[src/sv/cct_pkg.sv]
// ----------------------------------------------------------------------------
// cct_pkg
// Shared types and constants of the character class tokenizer: scan modes,
// character class flags, the result record of one step and special codes.
// ----------------------------------------------------------------------------
package cct_pkg;

   typedef enum logic [2:0] {
      MODE_IDLE   = 3'd0,
      MODE_WORD   = 3'd1,
      MODE_OPER   = 3'd2,
      MODE_SEPA   = 3'd3,
      MODE_BRKT   = 3'd4,
      MODE_TEXT   = 3'd5,
      MODE_REMARK = 3'd6
   } mode_type;

   localparam logic [7:0] CH_SPACE  = 8'h20;
   localparam logic [7:0] CH_TAB    = 8'h09;
   localparam logic [7:0] CH_NL     = 8'h0A;
   localparam logic [7:0] CH_HASH   = 8'h23;
   localparam logic [7:0] CH_QUOTE  = 8'h22;
   localparam logic [7:0] CH_BSLASH = 8'h5C;

   typedef struct packed {
      logic is_space;
      logic is_word;
      logic is_oper;
      logic is_sepa;
      logic is_brkt;
      logic is_hash;
      logic is_quote;
      logic is_bslash;
      logic is_nl;
   } char_class_type;

   typedef struct packed {
      logic     append;
      logic     ends_before;
      logic     ends_after;
      logic [2:0] closed_class;
      mode_type open_class;
      logic     escape;
      logic     bad_char;
   } step_result_type;

endpackage

[src/sv/cct_classify.sv]
// ----------------------------------------------------------------------------
// cct_classify
// Decodes one character byte into its lexical class flags.
// ----------------------------------------------------------------------------
module cct_classify (
   input  logic [7:0]              ch,
   output cct_pkg::char_class_type flags
);
   import cct_pkg::*;

   always_comb begin
      flags = '0;
      flags.is_space  = (ch == CH_SPACE) || (ch == CH_TAB) || (ch == CH_NL);
      flags.is_hash   = (ch == CH_HASH);
      flags.is_quote  = (ch == CH_QUOTE);
      flags.is_bslash = (ch == CH_BSLASH);
      flags.is_nl     = (ch == CH_NL);

      case (ch) inside
         [8'h61:8'h7A], [8'h41:8'h5A], [8'h30:8'h39],
         8'h2E, 8'h21, 8'h5F, 8'h5B, 8'h5D,
         8'h3F, 8'h2D, 8'h3C, 8'h3E, 8'h3D: flags.is_word = 1'b1;
         default:                           flags.is_word = 1'b0;
      endcase

      case (ch) inside
         8'h7E, 8'h2B, 8'h2D, 8'h2A, 8'h25, 8'h2F,
         8'h3D, 8'h26, 8'h7C, 8'h3C, 8'h3E, 8'h21: flags.is_oper = 1'b1;
         default:                                  flags.is_oper = 1'b0;
      endcase

      case (ch) inside
         8'h3A, 8'h2C, 8'h3B: flags.is_sepa = 1'b1;
         default:             flags.is_sepa = 1'b0;
      endcase

      case (ch) inside
         8'h28, 8'h29, 8'h7B, 8'h7D: flags.is_brkt = 1'b1;
         default:                    flags.is_brkt = 1'b0;
      endcase
   end

endmodule

[src/sv/cct_step.sv]
// ----------------------------------------------------------------------------
// cct_step
// Next mode and token marks for one character, given the current mode,
// the pending escape flag and the character's class flags.
// ----------------------------------------------------------------------------
module cct_step (
   input  cct_pkg::mode_type        mode,
   input  logic                     escape,
   input  cct_pkg::char_class_type  flags,
   output cct_pkg::step_result_type res
);
   import cct_pkg::*;

   logic member;
   logic rescan;

   always_comb begin
      res              = '0;
      res.open_class   = MODE_IDLE;
      res.closed_class = MODE_IDLE;
      member           = 1'b0;
      rescan           = 1'b0;

      unique case (mode)
         MODE_TEXT: begin
            res.open_class = MODE_TEXT;
            if (escape) begin
               res.append = 1'b1;
            end else if (flags.is_bslash) begin
               res.escape = 1'b1;
            end else if (flags.is_quote) begin
               res.append       = 1'b1;
               res.ends_after   = 1'b1;
               res.closed_class = MODE_TEXT;
               res.open_class   = MODE_IDLE;
            end else begin
               res.append = 1'b1;
            end
         end
         MODE_REMARK: begin
            res.open_class = MODE_REMARK;
            if (escape) begin
               res.escape = 1'b0;
            end else if (flags.is_bslash) begin
               res.escape = 1'b1;
            end else if (flags.is_nl) begin
               res.open_class = MODE_IDLE;
            end
         end
         MODE_WORD, MODE_OPER, MODE_SEPA, MODE_BRKT: begin
            unique case (mode)
               MODE_WORD: member = flags.is_word;
               MODE_OPER: member = flags.is_oper;
               MODE_SEPA: member = flags.is_sepa;
               default:   member = flags.is_brkt;
            endcase
            if (member) begin
               res.append     = 1'b1;
               res.open_class = mode;
            end else begin
               res.ends_before  = 1'b1;
               res.closed_class = mode;
               rescan           = 1'b1;
            end
         end
         default: rescan = 1'b1;
      endcase

      if (rescan) begin
         if (flags.is_space) begin
            res.open_class = MODE_IDLE;
         end else if (flags.is_hash) begin
            res.open_class = MODE_REMARK;
         end else if (flags.is_quote) begin
            res.open_class = MODE_TEXT;
            res.append     = 1'b1;
         end else if (flags.is_word) begin
            res.open_class = MODE_WORD;
            res.append     = 1'b1;
         end else if (flags.is_oper) begin
            res.open_class = MODE_OPER;
            res.append     = 1'b1;
         end else if (flags.is_sepa) begin
            res.open_class = MODE_SEPA;
            res.append     = 1'b1;
         end else if (flags.is_brkt) begin
            res.open_class = MODE_BRKT;
            res.append     = 1'b1;
         end else begin
            res.open_class = MODE_IDLE;
            res.bad_char   = 1'b1;
         end
      end
   end

endmodule

[src/sv/char_class_tokenizer_unit.sv]
// ----------------------------------------------------------------------------
// char_class_tokenizer_unit
// Marks token boundaries of a small lexer, one source byte per request.
// ----------------------------------------------------------------------------
// One request enters per clock cycle while the result side does not stall:
// the byte is captured in an input register, classified and run through the
// mode update combinationally, and the marks land in a result register.
// The mode and escape registers close a feedback loop, so the sustained
// rate is one byte per cycle whenever the result side does not stall.
module char_class_tokenizer_unit (
   input  logic                clock,
   input  logic                reset,
   input  logic                req_valid,
   output logic                req_stall,
   input  logic [7:0]          req_ch,
   output logic                rsp_valid,
   input  logic                rsp_stall,
   output logic [7:0]          rsp_out_char,
   output logic                rsp_append,
   output logic                rsp_ends_before,
   output logic                rsp_ends_after,
   output logic [2:0]          rsp_closed_class,
   output logic [2:0]          rsp_open_class,
   output logic                rsp_bad_char
);
   import cct_pkg::*;

   logic            in_valid_ff, in_valid_in;
   logic [7:0]      in_ch_ff, in_ch_in;
   logic            out_valid_ff, out_valid_in;
   logic [7:0]      out_char_ff, out_char_in;
   step_result_type out_res_ff, out_res_in;
   mode_type        mode_ff, mode_in;
   logic            escape_ff, escape_in;

   logic            accept;
   logic            advance;
   char_class_type  flags;
   step_result_type res;

   cct_classify u_classify (
      .ch    (in_ch_ff),
      .flags (flags)
   );

   cct_step u_step (
      .mode   (mode_ff),
      .escape (escape_ff),
      .flags  (flags),
      .res    (res)
   );

   assign advance   = in_valid_ff && (!out_valid_ff || !rsp_stall);
   assign req_stall = in_valid_ff && !advance;
   assign accept    = req_valid && !req_stall;

   always_comb begin
      in_valid_in  = accept ? 1'b1 : (advance ? 1'b0 : in_valid_ff);
      in_ch_in     = accept ? req_ch : in_ch_ff;
      out_valid_in = advance ? 1'b1 : ((out_valid_ff && !rsp_stall) ? 1'b0 : out_valid_ff);
      out_char_in  = advance ? in_ch_ff : out_char_ff;
      out_res_in   = advance ? res : out_res_ff;
      mode_in      = advance ? res.open_class : mode_ff;
      escape_in    = advance ? res.escape : escape_ff;
   end

   always_ff @(posedge clock) begin
      if (reset) begin
         in_valid_ff  <= 1'b0;
         out_valid_ff <= 1'b0;
         mode_ff      <= MODE_IDLE;
         escape_ff    <= 1'b0;
      end else begin
         in_valid_ff  <= in_valid_in;
         out_valid_ff <= out_valid_in;
         mode_ff      <= mode_in;
         escape_ff    <= escape_in;
      end
   end

   always_ff @(posedge clock) begin
      in_ch_ff    <= in_ch_in;
      out_char_ff <= out_char_in;
      out_res_ff  <= out_res_in;
   end

   assign rsp_valid        = out_valid_ff;
   assign rsp_out_char     = out_char_ff;
   assign rsp_append       = out_res_ff.append;
   assign rsp_ends_before  = out_res_ff.ends_before;
   assign rsp_ends_after   = out_res_ff.ends_after;
   assign rsp_closed_class = out_res_ff.closed_class;
   assign rsp_open_class   = out_res_ff.open_class;
   assign rsp_bad_char     = out_res_ff.bad_char;

   // escape only pending inside text or a remark
   assert property (@(posedge clock) disable iff (reset)
      escape_ff |-> (mode_ff == MODE_TEXT) || (mode_ff == MODE_REMARK))
      else $error("escape pending outside text or remark");

   // the mode register tracks the open class of the last result
   assert property (@(posedge clock) disable iff (reset)
      rsp_valid |-> (mode_ff == mode_type'(rsp_open_class)))
      else $error("mode differs from last open class");

   // a closing quote reports a finished text token
   assert property (@(posedge clock) disable iff (reset)
      (rsp_valid && rsp_ends_after) |->
         (rsp_append && (rsp_closed_class == MODE_TEXT) && !rsp_ends_before))
      else $error("malformed text close");

   // a dropped byte returns to idle and is never appended
   assert property (@(posedge clock) disable iff (reset)
      (rsp_valid && rsp_bad_char) |-> (!rsp_append && (rsp_open_class == MODE_IDLE)))
      else $error("bad byte appended or mode left open");

   // a stall toward the requester only while a request is held
   assert property (@(posedge clock) disable iff (reset)
      req_stall |-> (in_valid_ff && out_valid_ff))
      else $error("stall without held request");

endmodule
[config.mk]
export PLATFORM = sky130hd
export DESIGN_NAME = char_class_tokenizer_unit
export DESIGN_NICKNAME = d
export VERILOG_FILES = /design/src/sv/cct_pkg.sv /design/src/sv/cct_classify.sv /design/src/sv/cct_step.sv /design/src/sv/char_class_tokenizer_unit.sv
export SDC_FILE = /design/constraint.sdc
export NUM_CORES = 1
export LEC_CHECK = 0
export CELL_PAD_IN_SITES_DETAIL_PLACEMENT = 0
export CELL_PAD_IN_SITES_GLOBAL_PLACEMENT = 1
export CORE_UTILIZATION = 34
export CTS_CLUSTER_SIZE = 28
export DETAILED_ROUTE_END_ITERATION = 8
export DONT_BUFFER_PORTS = 1
export PLACE_DENSITY = 0.56
export RECOVER_POWER = 25
export SYNTH_ARGS = -nofsm -noshare
export SYNTH_HDL_FRONTEND = slang
export SYNTH_SLANG_ARGS = --single-unit
export TNS_END_PERCENT = 50
[constraint.sdc]
create_clock -name clock -period 3 [get_ports clock]
set_clock_uncertainty 0.2 [all_clocks]
set_input_delay 0.15 -clock clock [delete_from_list [all_inputs] [get_ports clock]]
set_output_delay 0.15 -clock clock [all_outputs]
set_load 0.05 [all_outputs]
======== Yosys cells after proc, flatten, opt, wreduce, memory -nomap -nowiden ========
Index checks and enable logic that the tools add are counted.
operators by class
  $lt $le $gt $ge ......................... 6
  equality and inequality tests ........... 36
  multiplexer cells ....................... 46
  bitwise operators ....................... 2
  reductions and logical operators ........ 24
operators by type and width
  operator                                                           count
  == test 8 x 6 -> 1 bit, second input constant                      20
  == test 8 x 7 -> 1 bit, second input constant                      8
  two-way mux 3 bit                                                  13
  two-way mux 1 bit                                                  24
  == test 8 x 4 -> 1 bit, second input constant                      2
  greater-or-equal comparator 8 x 7 -> 1 bit, second input constant  2
  <= comparator 8 x 7 -> 1 bit, second input constant                2
  two-way mux 7 bit                                                  2
  OR reduction 13 bit                                                1
  OR reduction 12 bit                                                1
  == test 3 bit, second input constant                               3
  one-hot mux 3 bit (3 select lines)                                 1
  greater-or-equal comparator 8 x 6 -> 1 bit, second input constant  1
  <= comparator 8 x 6 -> 1 bit, second input constant                1
  OR reduction 4 bit                                                 2
  logical AND 1 bit                                                  7
  OR reduction 7 bit                                                 1
  == test 3 x 2 -> 1 bit, second input constant                      2
  two-way mux 6 bit                                                  1
  one-hot mux 1 bit (2 select lines)                                 3
  one-hot mux 3 bit (2 select lines)                                 1
  OR reduction 3 bit                                                 2
  logical NOT 1 bit                                                  4
  nonzero test 2 bit                                                 2
  5 further kinds                                                    8
word-level totals
  bits in registers ....................... 32
  word-level logic and storage cells ...... 126

======== Logic depth before layout (Yosys ltp) ========
  depth after elaboration ................. 16
  mapped depth ............................ 10
  mapped depth without buffers ............ 7

======== By module ========
Synthesis repeated with hierarchy kept, for this count alone.
unflattened totals
  cells, all modules ...................... 171
  area, all modules ....................... 1,775.5 sq um
by module, submodules not included
  module                     times used  cells an instance  area an instance (sq um)  sequential area each (sq um)
  char_class_tokenizer_unit  1           53                 1,043.5                   900.9
  cct_step                   1           61                 380.4                     0.0
  cct_classify               1           57                 351.6                     0.0

======== Worst setup path after synthesis ========
Ideal clock, no wire load.
  kind .................................... reg-to-reg
  from .................................... register in_ch_ff[1]
  to ...................................... register out_res_ff (netlist bit rsp_append) (data pin)
  data arrival time ....................... 2.132 ns
  required time ........................... 2.528 ns
  slack ................................... 0.395 ns
  stages on the path, launching flop included .. 9
  period minus slack after synthesis ...... 2.605 ns
  cell sequence ........................... edfxtp_1 -> buf_6 -> or4_4 -> o221ai_2 -> o31a_2 -> nand3_2 -> or3_4 -> o311ai_2 -> o211ai_1
RTL lines
  element                 RTL line                         text
  start, declared         char_class_tokenizer_unit.sv:29  logic [7:0] in_ch_ff, in_ch_in;
  start signal, assigned  char_class_tokenizer_unit.sv:82  in_ch_ff <= in_ch_in;
  end signal, assigned    char_class_tokenizer_unit.sv:84  out_res_ff <= out_res_in;
  end, declared           char_class_tokenizer_unit.sv:32  step_result_type out_res_ff, out_res_in;

==> results.cfg <==
[floorplanning]
placeableCoreArea_um2 = 5110
fp.dieW_um = 74.8
io-pin-count = 32
floorplan.initialDensity_pct = 35.3
die_h_um = 74.8
std_cell_rows = 26
die_area_um2 = 5600

[cts]
path_clk_slew_ps = 70
cts_tree = yes
ctsLongestPathBuffers = 2
cts_repair_resize_count = 0
insertion_delay_ps = 290
cts_htree_levels = 2
number_of_buffers_created_by_cts = 5
clk_root_buffer_cell = sky130_fd_sc_hd__clkbuf_8
cts_sinks = 32

[yosys]
post_synthesis_sequential_area_ratio_pct = 49.9
synth_cell_types = 52
postSynthRegisterBits = 32
yosys.cell_count.top_type = sky130_fd_sc_hd__edfxtp_1
post_synth.cell_area_avg_um2 = 10.3
netlist_area_um2 = 1800
synth.area.top_cells = sky130_fd_sc_hd__edfxtp_1 43%, sky130_fd_sc_hd__dfxtp_1 6.7%, sky130_fd_sc_hd__nand2_1 4.0%
ys_async_sr_fraction_pct = 0
yosysWarningCount = 0
ys_top_cells_by_count = 26 x sky130_fd_sc_hd__edfxtp_1, 19 x sky130_fd_sc_hd__nand2_1, 11 x sky130_fd_sc_hd__a21oi_1, 11 x sky130_fd_sc_hd__nor2_1, 8 x sky130_fd_sc_hd__nand4_1
synth_top_cell_area_share_pct = 43.3
synth_enable_flop_cells = 26
netlist.top_cell.by_area = sky130_fd_sc_hd__edfxtp_1
synth_cells = 175
synth_fp_nets = 187
synthFlopType = sky130_fd_sc_hd__edfxtp_1

[final_layout]
nFillCells = 511
design.final.nets = 204
post_route_non_filler_standard_cell_count = 263
final_layout_size_suffix_gt1_share_pct = 14.5
insertedDiodeCount = 0
area_growth_syn_to_layout_pct = 18.2

[setup_path]
reg2reg_slack_ps = 290
worst_ep_arrival_time_ps = 2540
critical_path.endpoint = rsp_open_class[0]
path_max_fanout = 10
setup.worst_path.class = reg2reg
max_stage_delay_ps = 440
r2r_start = in_ch_ff[4]
critical-path-top-delay-family = simple AND/OR/NAND/NOR gates
worst_setup_path_startpoint = in_ch_ff[4]
critical_path.cell_chain = clkbuf_1, nor4bb_1, nand4_1, and4_4, a31oi_1, o21ai_2, a32o_1
worst_path_buffer_plus_inverter_count = 1
setup.worst_path.start_class = register
r2r.worst_path.cells = 7
worstPathRequired_ps = 2840
worst_reg2reg_endpoint = rsp_open_class[0]
worstSetupPathDepth = 7
crit_path_top_delay_cell = sky130_fd_sc_hd__nor4bb_1
timing.critical_path.to_type = register

[sta]
max_clock_freq_ghz = 0.370
report.final.setup_viol = 0
period_minus_slack_ps = 2710
grt_setup_unrepaired = false
fin_worst_hold_slack_ps = 22.8
worst_slack_ps = 295
tightest_slew_ps = 675
hold_violations = 0
fin_tns_setup_ps = 0
final.period_utilization_pct = 90.2
max_slew_margin_pct = 54.9
finalMaxSlewViolations = 0

[outcome]
run_status = completed

[drt]
detail_route.iter0.violations = 128
post-route-drc-count = 0
detail_routed_net_length_per_standard_cell_um = 17.1
drt_pre_antenna_iters = 5
route.antenna.remaining_nets = 0
avgViaCountPerCell = 5.65
routed_wirelength_um = 4490
detailroute.via_count = 1486

[place]
dpl_worst_slack_ps = 342
dp.final_hpwl_um = 3130
numPlacedInstances = 244
gpl.final_weighted_congestion = 0.884
port_buffers = 0

[power_and_ir_drop]
total_power_uw = 1110
leakage_uw = 0.000764
vdd.ir_drop.worst_v = 0.000257
p_per_area_nw_per_um2 = 523

[grt]
groute.usage.overall_pct = 18.1
grt_pass1_vias = 1369
grt_overflow = 0
grt_first_pass_wirelength_um = 7280
maximum_number_of_pins_on_one_net_before_global_route_repair = 18
antenna_found_initial = 0

[worst_hold_path]
hold_path.class = in2reg
whs_path_depth = 3

[run]
drv_cap = 0
-- final cells by class --
| class | count | area [um^2] | area share [%] |
|---|---|---|---|
| clock buffers | 6 | 82.6 | 3.87 |
| flip-flops and latches | 32 | 901 | 42.2 |
| inverters | 4 | 15.0 | 0.704 |
| repair buffers | 21 | 181 | 8.50 |
| multi-input cells | 128 | 832 | 39.0 |
| clock inverters | 2 | 33.8 | 1.58 |
| well taps | 70 | 87.6 | 4.11 |
-- stage by stage --
stage | util (%) | instance area (um^2)
finish | 41.8 | 2130
global route | 41.8 | 2130
CTS | 41.8 | 2140
detailed placement | 37.4 | 1910
global placement | 37.4 | 1910
floorplan | - | 1800
-- power by group --
part	switching, uW	internal, uW	total (uW)	leakage, uW
combinational	62.2	49.7	112	0.000408
sequential	65.2	507	572	0.000297
clock	163	267	430	0.0000588
total	290	824	1110	0.000764
-- kinds of logic after synthesis --
logic type,synth area share (%)
AOI/OAI and AO/OA,19.6
xor gates and xnor gates,1.46
buffers and inverters,3.95
DFF,49.9
and+or+nand+nor,25.1
-- flip-flops by register name, summed over array words and instances, names as in the netlist --
name              flops
rsp_bad_char          1
rsp_valid             1
in_valid_ff           1
rsp_out_char          8
in_ch_ff              8
escape_ff             1
rsp_ends_before       1
rsp_append            1
rsp_closed_class      3
mode_ff               3
rsp_open_class        3
rsp_ends_after        1
-- worst min-delay path, cell delays in order --
cell	delay, ps
sky130_fd_sc_hd__nand2_1	30
sky130_fd_sc_hd__nand2_1	150
sky130_fd_sc_hd__o21a_1	140
-- layout by cell type, fill, tap and decap left out, types with 2 or more instances in the layout --
master / n
sky130_fd_sc_hd__nand4_1: 8
sky130_fd_sc_hd__nand3_1: 4
sky130_fd_sc_hd__nand2b_1: 2
sky130_fd_sc_hd__clkbuf_8: 6
sky130_fd_sc_hd__o21ai_0: 4
sky130_fd_sc_hd__o211ai_1: 6
sky130_fd_sc_hd__a21oi_1: 11
sky130_fd_sc_hd__nor3b_1: 3
sky130_fd_sc_hd__or2_2: 2
sky130_fd_sc_hd__o31ai_1: 2
sky130_fd_sc_hd__nand2_1: 19
sky130_fd_sc_hd__edfxtp_1: 26
sky130_fd_sc_hd__dfxtp_1: 6
sky130_fd_sc_hd__nor3_1: 3
sky130_fd_sc_hd__nor4b_1: 3
sky130_fd_sc_hd__o22ai_1: 2
sky130_fd_sc_hd__a31oi_1: 3
sky130_fd_sc_hd__and2_1: 2
sky130_fd_sc_hd__and3b_1: 2
sky130_fd_sc_hd__inv_1: 4
sky130_fd_sc_hd__nor2b_1: 6
sky130_fd_sc_hd__nor2_1: 11
sky130_fd_sc_hd__dlygate4sd3_1: 11
sky130_fd_sc_hd__and3_1: 5
sky130_fd_sc_hd__a32o_1: 2
sky130_fd_sc_hd__a32oi_1: 2
sky130_fd_sc_hd__buf_4: 9
sky130_fd_sc_hd__xor2_1: 2
-- timing repair --
item / CTS / global route
endpoints found under the hold margin: 14 / 0
hold buffers: 11 / 0
setup buffers: 0 / 0
-- worst min path at each step --
stage / start / endpoint / slack [ps]
6_report: rsp_stall / mode_ff[1] / 20
3_3_place_gp: reset / escape_ff / 20
2_1_floorplan: reset / escape_ff / 20
4_1_cts: rsp_stall / mode_ff[1] / 20
3_5_place_dp: reset / mode_ff[0] / 30
5_1_grt: rsp_stall / mode_ff[1] / 60
-- metal layers --
| layer | share of wire, % | GRT usage, % |
|---|---|---|
| met1 | 49 | 25.3 |
| met2 | 45 | 25.8 |
| met3 | 4.2 | 4.95 |
| met4 | 1.9 | 8.18 |
| met5 | 0 | 0 |
No activity file was read; power rests on OpenSTA's default activity.
